$ cat src/rtl/assert_macros.svh
// Assertion macros used by the top level of the spline interpolator.
// No dependencies; include by bare file name.
`ifndef ASSERT_MACROS_SVH
`define ASSERT_MACROS_SVH

// Same-cycle implication.
`define ASSERT_IMPLIES(name, clk, rst, ante, cons, msg) \
   name: assert property (@(posedge clk) disable iff (rst) (ante) |-> (cons)) \
      else $error(msg);

// Next-cycle implication.
`define ASSERT_NEXT(name, clk, rst, ante, cons, msg) \
   name: assert property (@(posedge clk) disable iff (rst) (ante) |=> (cons)) \
      else $error(msg);

`endif

$ cat src/rtl/cst_pkg.sv
// Package for the cubic spline table interpolator: widths, codes and the
// item, command and status structs. No dependencies.
package cst_pkg;

   localparam int DATA_W         = 32;
   localparam int COEF_W         = 16;
   localparam int MU_W           = 17;
   localparam int MU_FRAC        = 16;
   localparam int CNT_W          = 9;
   localparam int IDX_W          = 10;
   localparam int CSR_W          = 64;
   localparam int CSR_IDX_W      = 3;
   localparam int NB_W           = DATA_W + 2;
   localparam int OPA_W          = 44;
   localparam int OPB_W          = 18;
   localparam int PROD_W         = OPA_W + OPB_W;
   localparam int ACC_W          = 52;
   localparam int A_W            = ACC_W - 12;
   localparam int V_W            = OPA_W;
   localparam int STEP_W         = 4;
   localparam int DEF_MAX_POINTS = 256;

   localparam logic [CSR_IDX_W-1:0] CSR_POINT_COUNT = 3'd0;
   localparam logic [CSR_IDX_W-1:0] CSR_COEF_ROW0   = 3'd1;
   localparam logic [CSR_IDX_W-1:0] CSR_COEF_ROW1   = 3'd2;
   localparam logic [CSR_IDX_W-1:0] CSR_COEF_ROW2   = 3'd3;
   localparam logic [CSR_IDX_W-1:0] CSR_COEF_ROW3   = 3'd4;

   localparam logic KIND_LOAD  = 1'b0;
   localparam logic KIND_QUERY = 1'b1;

   localparam logic [1:0] ST_OK    = 2'd0;
   localparam logic [1:0] ST_RANGE = 2'd1;
   localparam logic [1:0] ST_DEGEN = 2'd2;

   localparam logic [2:0] XS_NONE  = 3'd0;
   localparam logic [2:0] XS_FIRST = 3'd1;
   localparam logic [2:0] XS_LAST  = 3'd2;
   localparam logic [2:0] XS_MID   = 3'd3;
   localparam logic [2:0] XS_LEFT  = 3'd4;
   localparam logic [2:0] XS_RIGHT = 3'd5;

   localparam logic [1:0] EMIT_NONE  = 2'd0;
   localparam logic [1:0] EMIT_OK    = 2'd1;
   localparam logic [1:0] EMIT_RANGE = 2'd2;
   localparam logic [1:0] EMIT_DEGEN = 2'd3;

   typedef struct packed {
      logic                     kind;
      logic [7:0]               point_index;
      logic signed [DATA_W-1:0] point_x;
      logic signed [DATA_W-1:0] point_y;
      logic signed [DATA_W-1:0] query_t;
   } req_type;

   typedef struct packed {
      logic signed [DATA_W-1:0] value;
      logic [1:0]               status;
   } rsp_type;

   typedef struct packed {
      logic              accept_load;
      logic              accept_query;
      logic [2:0]        x_sel;
      logic              cap_lo;
      logic              search_init;
      logic              search_step;
      logic              cap_xl;
      logic              cap_xr;
      logic              div_init;
      logic              div_step;
      logic              y_rd;
      logic              nb_build;
      logic              mac_go;
      logic              hor_init;
      logic              hor_mul;
      logic              hor_add;
      logic [STEP_W-1:0] step;
      logic [1:0]        emit;
   } cmd_type;

   typedef struct packed {
      logic out_of_range;
      logic search_done;
      logic degen;
      logic mu_direct;
   } stat_type;

endpackage

$ cat src/rtl/cst_ctrl.sv
// Sequencer for the spline interpolator: one query at a time through range
// check, search, divide, gather, matrix product and Horner steps. Uses cst_pkg.
module cst_ctrl
   import cst_pkg::*;
(
   input  logic     clock,
   input  logic     reset,
   input  logic     start,
   input  logic     req_kind,
   input  stat_type stat,
   output cmd_type  cmd,
   output logic     busy
);

   localparam logic [4:0] S_IDLE  = 5'd0;
   localparam logic [4:0] S_X0    = 5'd1;
   localparam logic [4:0] S_XN    = 5'd2;
   localparam logic [4:0] S_RANGE = 5'd3;
   localparam logic [4:0] S_PROBE = 5'd4;
   localparam logic [4:0] S_CMP   = 5'd5;
   localparam logic [4:0] S_XL    = 5'd6;
   localparam logic [4:0] S_XR    = 5'd7;
   localparam logic [4:0] S_CHK   = 5'd8;
   localparam logic [4:0] S_DIV   = 5'd9;
   localparam logic [4:0] S_YRD   = 5'd10;
   localparam logic [4:0] S_YLAST = 5'd11;
   localparam logic [4:0] S_NB    = 5'd12;
   localparam logic [4:0] S_MAC   = 5'd13;
   localparam logic [4:0] S_MACW  = 5'd14;
   localparam logic [4:0] S_HINIT = 5'd15;
   localparam logic [4:0] S_HMUL  = 5'd16;
   localparam logic [4:0] S_HADD  = 5'd17;
   localparam logic [4:0] S_DONE  = 5'd18;

   logic [4:0]        state_ff, state_in;
   logic [STEP_W-1:0] step_ff, step_in;

   always_ff @(posedge clock) begin
      if (reset) begin
         state_ff <= S_IDLE;
         step_ff  <= '0;
      end else begin
         state_ff <= state_in;
         step_ff  <= step_in;
      end
   end

   always_comb begin
      cmd      = '0;
      cmd.step = step_ff;
      state_in = state_ff;
      step_in  = step_ff;
      unique case (state_ff)
         S_IDLE: begin
            if (start) begin
               if (req_kind == KIND_QUERY) begin
                  cmd.accept_query = 1'b1;
                  state_in         = S_X0;
               end else begin
                  cmd.accept_load = 1'b1;
               end
            end
         end
         S_X0: begin
            cmd.x_sel = XS_FIRST;
            state_in  = S_XN;
         end
         S_XN: begin
            cmd.x_sel  = XS_LAST;
            cmd.cap_lo = 1'b1;
            state_in   = S_RANGE;
         end
         S_RANGE: begin
            if (stat.out_of_range) begin
               cmd.emit = EMIT_RANGE;
               state_in = S_IDLE;
            end else begin
               cmd.search_init = 1'b1;
               state_in        = S_PROBE;
            end
         end
         S_PROBE: begin
            if (stat.search_done) begin
               cmd.x_sel = XS_LEFT;
               state_in  = S_XL;
            end else begin
               cmd.x_sel = XS_MID;
               state_in  = S_CMP;
            end
         end
         S_CMP: begin
            cmd.search_step = 1'b1;
            state_in        = S_PROBE;
         end
         S_XL: begin
            cmd.x_sel  = XS_RIGHT;
            cmd.cap_xl = 1'b1;
            state_in   = S_XR;
         end
         S_XR: begin
            cmd.cap_xr = 1'b1;
            state_in   = S_CHK;
         end
         S_CHK: begin
            step_in = '0;
            if (stat.degen) begin
               cmd.emit = EMIT_DEGEN;
               state_in = S_IDLE;
            end else begin
               cmd.div_init = 1'b1;
               state_in     = stat.mu_direct ? S_YRD : S_DIV;
            end
         end
         S_DIV: begin
            cmd.div_step = 1'b1;
            step_in      = step_ff + 1'b1;
            if (step_ff == '1) begin
               state_in = S_YRD;
            end
         end
         S_YRD: begin
            cmd.y_rd = 1'b1;
            step_in  = step_ff + 1'b1;
            if (step_ff == STEP_W'(7)) begin
               step_in  = '0;
               state_in = S_YLAST;
            end
         end
         S_YLAST: begin
            state_in = S_NB;
         end
         S_NB: begin
            cmd.nb_build = 1'b1;
            step_in      = '0;
            state_in     = S_MAC;
         end
         S_MAC: begin
            cmd.mac_go = 1'b1;
            step_in    = step_ff + 1'b1;
            if (step_ff == '1) begin
               state_in = S_MACW;
            end
         end
         S_MACW: begin
            state_in = S_HINIT;
         end
         S_HINIT: begin
            cmd.hor_init = 1'b1;
            step_in      = STEP_W'(1);
            state_in     = S_HMUL;
         end
         S_HMUL: begin
            cmd.hor_mul = 1'b1;
            state_in    = S_HADD;
         end
         S_HADD: begin
            cmd.hor_add = 1'b1;
            if (step_ff == STEP_W'(3)) begin
               state_in = S_DONE;
            end else begin
               step_in  = step_ff + 1'b1;
               state_in = S_HMUL;
            end
         end
         S_DONE: begin
            cmd.emit = EMIT_OK;
            state_in = S_IDLE;
         end
         default: begin
            state_in = S_IDLE;
         end
      endcase
   end

   assign busy = (state_ff != S_IDLE);

endmodule

$ cat config.mk
export PLATFORM = sky130hd
export DESIGN_NAME = cst_ctrl
export DESIGN_NICKNAME = d
export VERILOG_FILES = /design/src/rtl/assert_macros.svh /design/src/rtl/cst_pkg.sv /design/src/rtl/cst_ctrl.sv
export SDC_FILE = /design/constraint.sdc
export NUM_CORES = 1
export LEC_CHECK = 0
export BUFFER_PORTS_ARGS = -buffer_cell sky130_fd_sc_hd__buf_4
export CAP_MARGIN = 10
export CORE_UTILIZATION = 44
export DETAILED_ROUTE_END_ITERATION = 10
export GPL_ROUTABILITY_DRIVEN = 0
export PLACE_DENSITY = 0.85
export SYNTH_ARGS = -nofsm -noshare
export SYNTH_HDL_FRONTEND = slang
export SYNTH_SLANG_ARGS = --single-unit
$ cat constraint.sdc
create_clock -name clock -period 1.56 [get_ports clock]
set_input_delay 0.078 -clock clock [delete_from_list [all_inputs] [get_ports clock]]
set_output_delay 0.078 -clock clock [all_outputs]
set_load 0.005 [all_outputs]
# After elaboration in Yosys (flattened, before gate mapping)
# Index checks and enable logic that the tools add are counted.
# totals
regBits	9
latch_bits	0
mem_bits_rw	0
rom_bits	0
inputBits	8
wordCells	75
memories	0
# classes
n_addsub	1
multipliers	0
div_mod_pow	0
n_lt_le_gt_ge	0
n_eq_ne	27
n_shift	0
n_mux	38
bitwise	0
n_reduce_logical	7
# ops
op	count
$pmux W5 S18	1
$eq A5 B4 Y1 const B	8
$mux W5	5
$eq A5 B3 Y1 const B	4
$pmux W4 S5	1
$mux W1	17
$eq A5 B5 Y1 const B	3
$mux W2	7
$mux W4	3
$ne A2 B2 Y1 const B	6
$pmux W3 S4	1
$eq A5 B2 Y1 const B	2
$reduce_bool A5 Y1	2
$mux W3	2
$pmux W2 S3	1
$eq A5 B1 Y1 const B	1
$logic_not A5 Y1	1
$reduce_and A5 Y1	1
$add A4 B1 Y4 const B	1
$eq A4 B2 Y1 const B	1
$eq A4 B3 Y1 const B	1
$eq A4 B4 Y1 const B	1
$reduce_or A2 Y1	2
$reduce_and A2 Y1	1

# Logic depth before layout (Yosys ltp)
# Gate-level depths: netlist of the first run.
# logic_depth
depth_word	4
depth_mapped	6

# Worst setup path after synthesis of the first run
# Ideal clock, no wire load.
# synth_path
path_kind	register to register
from	register step_ff[0]
to	register step_ff[2]
t_arrival_ps	1395
required_time_ps	1443
slack_ps	47
path_stages_with_launch	6
n_path_buf	0
cell_sequence	dfxtp_1 ha_1 nor3b_2 nor4b_4 or2_1 a32o_1
# synth_via
elab_chain_cells	3
# synth_rtl
element	line	source
start: declaration	cst_ctrl.sv:36	logic [STEP_W-1:0] step_ff, step_in;
start signal: assignment	cst_ctrl.sv:44	step_ff <= step_in;
$add A4 B1 Y4, or another cell as far along	--	
$mux W4, or another cell as far along	cst_ctrl.sv:158	if (step_ff == STEP_W'(3)) begin
$pmux W4 S5 / $reduce_and A2 Y1 (equally long branches)	--	
# Parallel ways exist; a longest one is shown, timed or not. The select of a mux whose other input is x is not followed.
# A chain may end at the register's enable or synchronous reset.

# Worst setup path after layout of the first run
# layout_path
from	register step_ff[0]
to	register step_ff[0]
# Same word-level chain as after synthesis.

==> flow_summary_export.csv, run 1 <==
group,metric,value,unit
run_status,status,"complete, but fails checks",
run_status,violations,"setup timing",
sta,timing.fmax,617,MHz
cts,cts_tree,"yes",
final_layout,nNetsFinal,205,
synth,yosysSeqAreaShare,19.0,%
sta,slew_headroom,76.0,%
sta,maxSlewViolCount,0,
synth,synth-async-reset-ratio,0,%
synth,synth_mux_area_share,1.05,%
cts,holdBufCountCts,0,
cts,clock_latency,0.27,ns
synth,synth.largest_area_cell,"dfxtp_1",
synth,synth_top_family_by_area,"simple AND/OR/NAND/NOR gates",
sta,finalHoldViolations,0,
synth,syn_area_per_cell,7.09,um^2
placed_design,dp_hpwl,2.31,mm
sta,setup-violations-final,5,
synth,synth_cells,134,
power_and_ir_drop,p_leak,0.000711,uW
cts,clock-sinks,9,
setup_path,path_class,"reg -> reg",
global_routing,antenna_found_initial,0,
cts,numCtsBuffers,3,
sta,rsz0062_at_grt,"yes",
routing,via_per_inst,6.59,
floorplanning,dieWidth,48.5,um
power_and_ir_drop,ir_worst_vdd,0.425,mV
floorplanning,coreArea,2000,um^2
final_layout,final_cell_area,1680,um^2
global_routing,track_usage,29.2,%
routing,drt-initial-drc-count,126,
routing,final_antenna_net_count,0,
final_layout,antenna_cells,0,
final_layout,multiInputGateArea,845,um^2
synth,synth_compound_area_share,23.5,%
setup_path,worst_setup_path_end_kind,"flop",
setup_path,worstPathRequired,1.71,ns
setup_path,worstPathArrival,1.77,ns
synth,synthSimpleGateAreaFrac,44.7,%
setup_path,crit_fanout,4,
setup_path,path_cells,"ha_4, nor3b_4, nor4b_4, nor3_1, a311oi_2",
routing,wirelength,4.30,mm
global_routing,grt_pass1_vias,1229,
final_layout,drive_above_1_share,57.4,%
sta,period_needed,1.62,ns
synth,synth_flop_cell,"dfxtp_1",
power_and_ir_drop,powerDensity,425,nW/um^2
cts,cts_buffer_depth,2,
routing,routedWlPerCell,19.3,um
routing,vias,1462,
floorplanning,initial_core_util,47.4,%
synth,yosys-top-cells-area,"dfxtp_1, a21oi_1, nor3_1",
routing,drc,0,
setup_path,slowest_stage,"nor4b_4",
hold_path,min_path_type,"in -> reg",
synth,ys_seq_elements,9,
floorplanning,die_h,48.5,um
cts,cts-htree-levels,1,
placed_design,pre_cts_ws,-0.0240,ns
routing,firstDrtPassIters,5,
setup_path,cp-start-kind,"flop",
final_layout,final.fill_count,106,
cts,root_buffer,"clkbuf_4",
floorplanning,ios,33,
synth,synth_area,950,um^2
sta,worstMarginPinSlew,0.358,ns
floorplanning,rows,16,
sta,postLayoutSetupSlackWorst,-0.0611,ns
synth,syn-num-nets,143,
global_routing,grt-ovfl-total,0,
synth,synth_xor_area_share,0.922,%
synth,yosysTopAreaCellShare,19.0,%
final_layout,seq_area,199,um^2
final_layout,area_delta_synth_final,76.5,%
placed_design,place_area,1320,um^2
cts,path_clk_slew,0.07,ns
sta,clock_skew,0.00795,ns
flow_run,maxCapViolations,0,
synth,synth_cell_types,46,
placed_design,placement.io_buffers,32,
global_routing,grt_start_max_net_pins,16,
sta,fin_crit_sh,104,%
global_routing,grt_pass1_wl,5.46,mm
synth,ys.warnings.count,0,
synth,synth_fa_ha_area_share,1.32,%
synth,synth_edf_count,0,
setup_path,max_stage_delay,0.36,ns
floorplanning,die_area,2350,um^2
cell families (layout without fill, tap and decap cells):
group,Yosys count,in the layout
AOI/OAI and AO/OA,33,33
xor gates and xnor gates,1,1
adders and majority gates,1,1
buffers and inverters,19,80
DFF,9,9
muxes,1,1
and+or+nand+nor,70,70
cell type report:
| cell class | count | share of cell area, % |
|---|---|---|
| Clock buffer | 4 | 1.57 |
| Tap cell | 27 | 2.01 |
| Timing Repair Buffer | 67 | 32.0 |
| Multi-Input combinational cell | 106 | 50.4 |
| Inverter | 9 | 2.16 |
| Sequential cell | 9 | 11.9 |
worst paths after layout:
kind | from | end | slack, ns | cells past startpoint
max reg2reg | step_ff[0] | step_ff[0] | -0.06 | 5
min | reset | state_ff[2] | 0.07 | 2
max | step_ff[0] | step_ff[0] | -0.06 | 5
min reg2reg | state_ff[4] | state_ff[2] | 0.62 | 2
through the flow:
stage                     power, uW  TNS, ns  hold slack [ns]  utilization [%]  std cells
after floorplan                 365        0            0.180                -        134
final                           712   -0.110           0.0739             83.8        222
after detailed placement        448  -0.0370            0.344             66.1        204
after global routing            729   -0.754           0.0765             83.8        222
after CTS                       650  -0.0205           0.0640             72.6        211
after global placement          442        0            0.337             66.1        204
critical path: cells and delay by family (launching register included):
| family | cells | cell delay, ns |
|---|---|---|
| AO/OA/AOI/OAI | 1 | 0.33 |
| AND/OR/NAND/NOR | 3 | 0.66 |
| flip-flops | 1 | 0.34 |
| adder cells (fa/ha/maj) | 1 | 0.16 |
placed cells by master (no fill, tap or decap), types with 2 or more instances in the layout:
cell type	count
nor2_1	11
buf_4	59
nor3_1	10
clkbuf_4	3
nand2_1	5
nor3_2	3
a21oi_4	2
a21oi_1	10
a21oi_2	3
nor2_2	2
dfxtp_1	2
dfxtp_4	4
nor2_4	2
inv_1	7
nand2b_1	5
nand3_1	6
nor3b_4	2
buf_6	7
or3_4	3
dfxtp_2	3
o22ai_1	2
and3_1	3
o32ai_1	2
sequential cells by signal (all words and copies together), names as in the netlist:
name      flops
step_ff       4
state_ff      5
cell usage after synthesis, types with 2 or more instances:
library cell and number:
dfxtp_1 9, nand3_1 6, inv_1 8, nand2b_1 6
buf_2 7, or3_1 3, nor2b_1 2, o22ai_1 2
nor3_1 13, o32ai_1 3, or2_2 2, a21oi_1 15
nor4b_1 2, and3_1 3, a22oi_1 2, nor3b_2 2
nand2_1 6, nor2_1 15
repair_timing:
| item | in CTS | in global routing |
|---|---|---|
| buffers inserted | 3 | 11 |
| pin swaps | 5 | 20 |
| gates cloned | 0 | 0 |
| resized for setup | 23 | 38 |
| setup endpoints to repair | 21 | 13 |
power breakdown:
group | total, uW | internal (uW) | switching [uW] | leakage (uW)
Clock | 190 | 98.9 | 91.2 | 0.0000150
Sequential | 249 | 235 | 14.5 | 0.0000775
Combinational | 273 | 133 | 140 | 0.000618
Total | 712 | 467 | 245 | 0.000711
metal layers:
metal  part of all wire [%]  track usage [%]  routed length, um  vias to the layer above
li1                       -                -                  -                      617
met1                     34             33.2               1450                      642
met2                     47             56.6               2030                      146
met3                     10             3.46                444                       57
met4                    8.5             7.84                366                        0
met5                      0                0                  0                        -
Note: power is estimated with default switching activity, not from simulation.
==> run 2, diff against run 1 <==
--- a/config.mk
+++ b/config.mk
@@ -7,6 +7,7 @@
 export LEC_CHECK = 0
 export BUFFER_PORTS_ARGS = -buffer_cell sky130_fd_sc_hd__buf_4
 export CAP_MARGIN = 10
+export CORE_MARGIN = 4
 export CORE_UTILIZATION = 44
 export DETAILED_ROUTE_END_ITERATION = 10
 export GPL_ROUTABILITY_DRIVEN = 0
==> flow_summary_export.csv, run 2 (synthesized netlist as in run 1, its figures left out) <==
group,metric,value,unit
run_status,status,"complete, but fails checks",
run_status,violations,"setup timing",
floorplanning,die_area,2970,um^2
floorplanning,die_h,54.5,um
cts,holdBufCountCts,0,
power_and_ir_drop,powerDensity,429,nW/um^2
global_routing,antenna_found_initial,0,
global_routing,grt_start_max_net_pins,15,
cts,clock_latency,0.28,ns
placed_design,dp_hpwl,2.43,mm
placed_design,place_area,1300,um^2
routing,drc,0,
routing,via_per_inst,6.64,
setup_path,cp-start-kind,"flop",
setup_path,slowest_stage,"or3_4",
sta,worstMarginPinSlew,0.399,ns
cts,path_clk_slew,0.08,ns
final_layout,final_common_cell,"buf_4",
global_routing,grt-ovfl-total,0,
final_layout,regMostFlops,"state_ff",
routing,final_antenna_net_count,0,
global_routing,track_usage,26.6,%
final_layout,drive_above_1_share,57.7,%
final_layout,layout_common_cells,"buf_4, nor2_1, nor3_1, a21oi_1",
sta,timing.fmax,630,MHz
floorplanning,initial_core_util,47.4,%
setup_path,worstPathArrival,1.51,ns
sta,period_needed,1.59,ns
cts,cts_buffer_depth,2,
final_layout,largestRegisters,"state_ff: 5 flops, step_ff: 4 flops",
power_and_ir_drop,ir_worst_vdd,0.520,mV
sta,maxSlewViolCount,0,
floorplanning,rows,16,
cts,root_buffer,"clkbuf_4",
routing,firstDrtPassIters,5,
final_layout,largest_reg_flops,5,
routing,drt-initial-drc-count,80,
setup_path,worst_setup_path_end_kind,"primary output",
cts,clock-sinks,9,
setup_path,crit_fanout,6,
floorplanning,ios,33,
setup_path,path_cells,"or3_4, nor2_4, and3_1, buf_4",
placed_design,dp_cells,201,
routing,vias,1481,
routing,wirelength,4.72,mm
setup_path,max_stage_delay,0.43,ns
power_and_ir_drop,p_leak,0.000727,uW
placed_design,pre_cts_ws,-0.0302,ns
global_routing,grt_pass1_vias,1267,
final_layout,layout.cells.non_filler,223,
floorplanning,coreArea,2000,um^2
cts,cts_tree,"yes",
sta,slew_headroom,73.0,%
sta,postLayoutSetupSlackWorst,-0.0262,ns
cts,cts-htree-levels,1,
flow_run,maxCapViolations,0,
sta,rsz0062_at_grt,"yes",
floorplanning,dieWidth,54.5,um
final_layout,area_delta_synth_final,75.9,%
setup_path,worstPathRequired,1.48,ns
final_layout,final_cell_area,1670,um^2
hold_path,min_path_type,"in -> reg",
final_layout,antenna_cells,0,
sta,finalHoldViolations,0,
sta,fin_crit_sh,102,%
sta,setup-violations-final,6,
cts,numCtsBuffers,3,
routing,routedWlPerCell,21.2,um
sta,clock_skew,0.00751,ns
placed_design,placement.io_buffers,32,
setup_path,path_class,"reg -> out",
global_routing,grt_pass1_wl,5.73,mm
final_layout,nNetsFinal,206,
==> run 2: cell types whose count changed in the layout (fill, tap and decap cells not counted), moves of 2 or more <==
cell,before,now
a21oi_2,3,5
a21oi_4,2,0
buf_4,59,61
buf_6,7,5
==> run 2: path summary, 6_finish.rpt <==
kind               startpoint          end  slack, ns  cells past startpoint
setup / recovery  state_ff[1]      cmd[22]      -0.03                      4
hold / removal          reset  state_ff[2]       0.05                      2
setup reg to reg  state_ff[4]   step_ff[0]      -0.01                      6
hold reg to reg    step_ff[2]   step_ff[2]       0.59                      1
==> run 2: worst max-delay path, delay by kind of cell, from the launching register on <==
kind                   cells  cell delay [ns]
buffers and inverters      1             0.11
DFF                        1             0.38
and+or+nand+nor            3             0.73
==> run 2: cell type report <==
class | instances | area, um^2
Multi-Input combinational cell | 106 | 818
Timing Repair Buffer | 68 | 554
Fill cell | 114 | 332
Sequential cell | 9 | 201
Inverter | 9 | 36.3
Tap cell | 27 | 33.8
Clock buffer | 4 | 26.3
==> run 2: layer usage <==
metal / global-route usage, % / vias to the layer above / wire, um
met5: 0 / - / 0
met2: 48.2 / 144 / 2200
met4: 14.5 / 0 / 249
li1: - / 619 / -
met1: 29.8 / 686 / 1750
met3: 3.27 / 32 / 523
==> run 2: metrics by stage <==
| step | power, uW | util [%] | hold WS (ns) | TNS, ns |
|---|---|---|---|---|
| 2_1_floorplan | 365 | - | 0.180 | 0 |
| 3_3_place_gp | 440 | 65.0 | 0.336 | 0 |
| 3_5_place_dp | 445 | 65.0 | 0.340 | -0.0904 |
| 4_1_cts | 657 | 74.9 | 0.0454 | 0 |
| 5_1_grt | 746 | 83.4 | 0.0568 | -0.551 |
| 6_report | 717 | 83.4 | 0.0476 | -0.0555 |
==> run 2: what timing repair did <==
item	4_1_cts	5_1_grt
setup endpoints to repair	19	15
cloned	0	1
pin swaps	6	12
buffers inserted	5	12
resized for setup	37	18
==> run 2: report_power, final <==
part | internal [uW] | switching (uW) | leakage, uW
Sequential | 233 | 15.3 | 0.0000778
Combinational | 126 | 135 | 0.000634
Clock | 99.4 | 108 | 0.0000150
Total | 458 | 258 | 0.000727
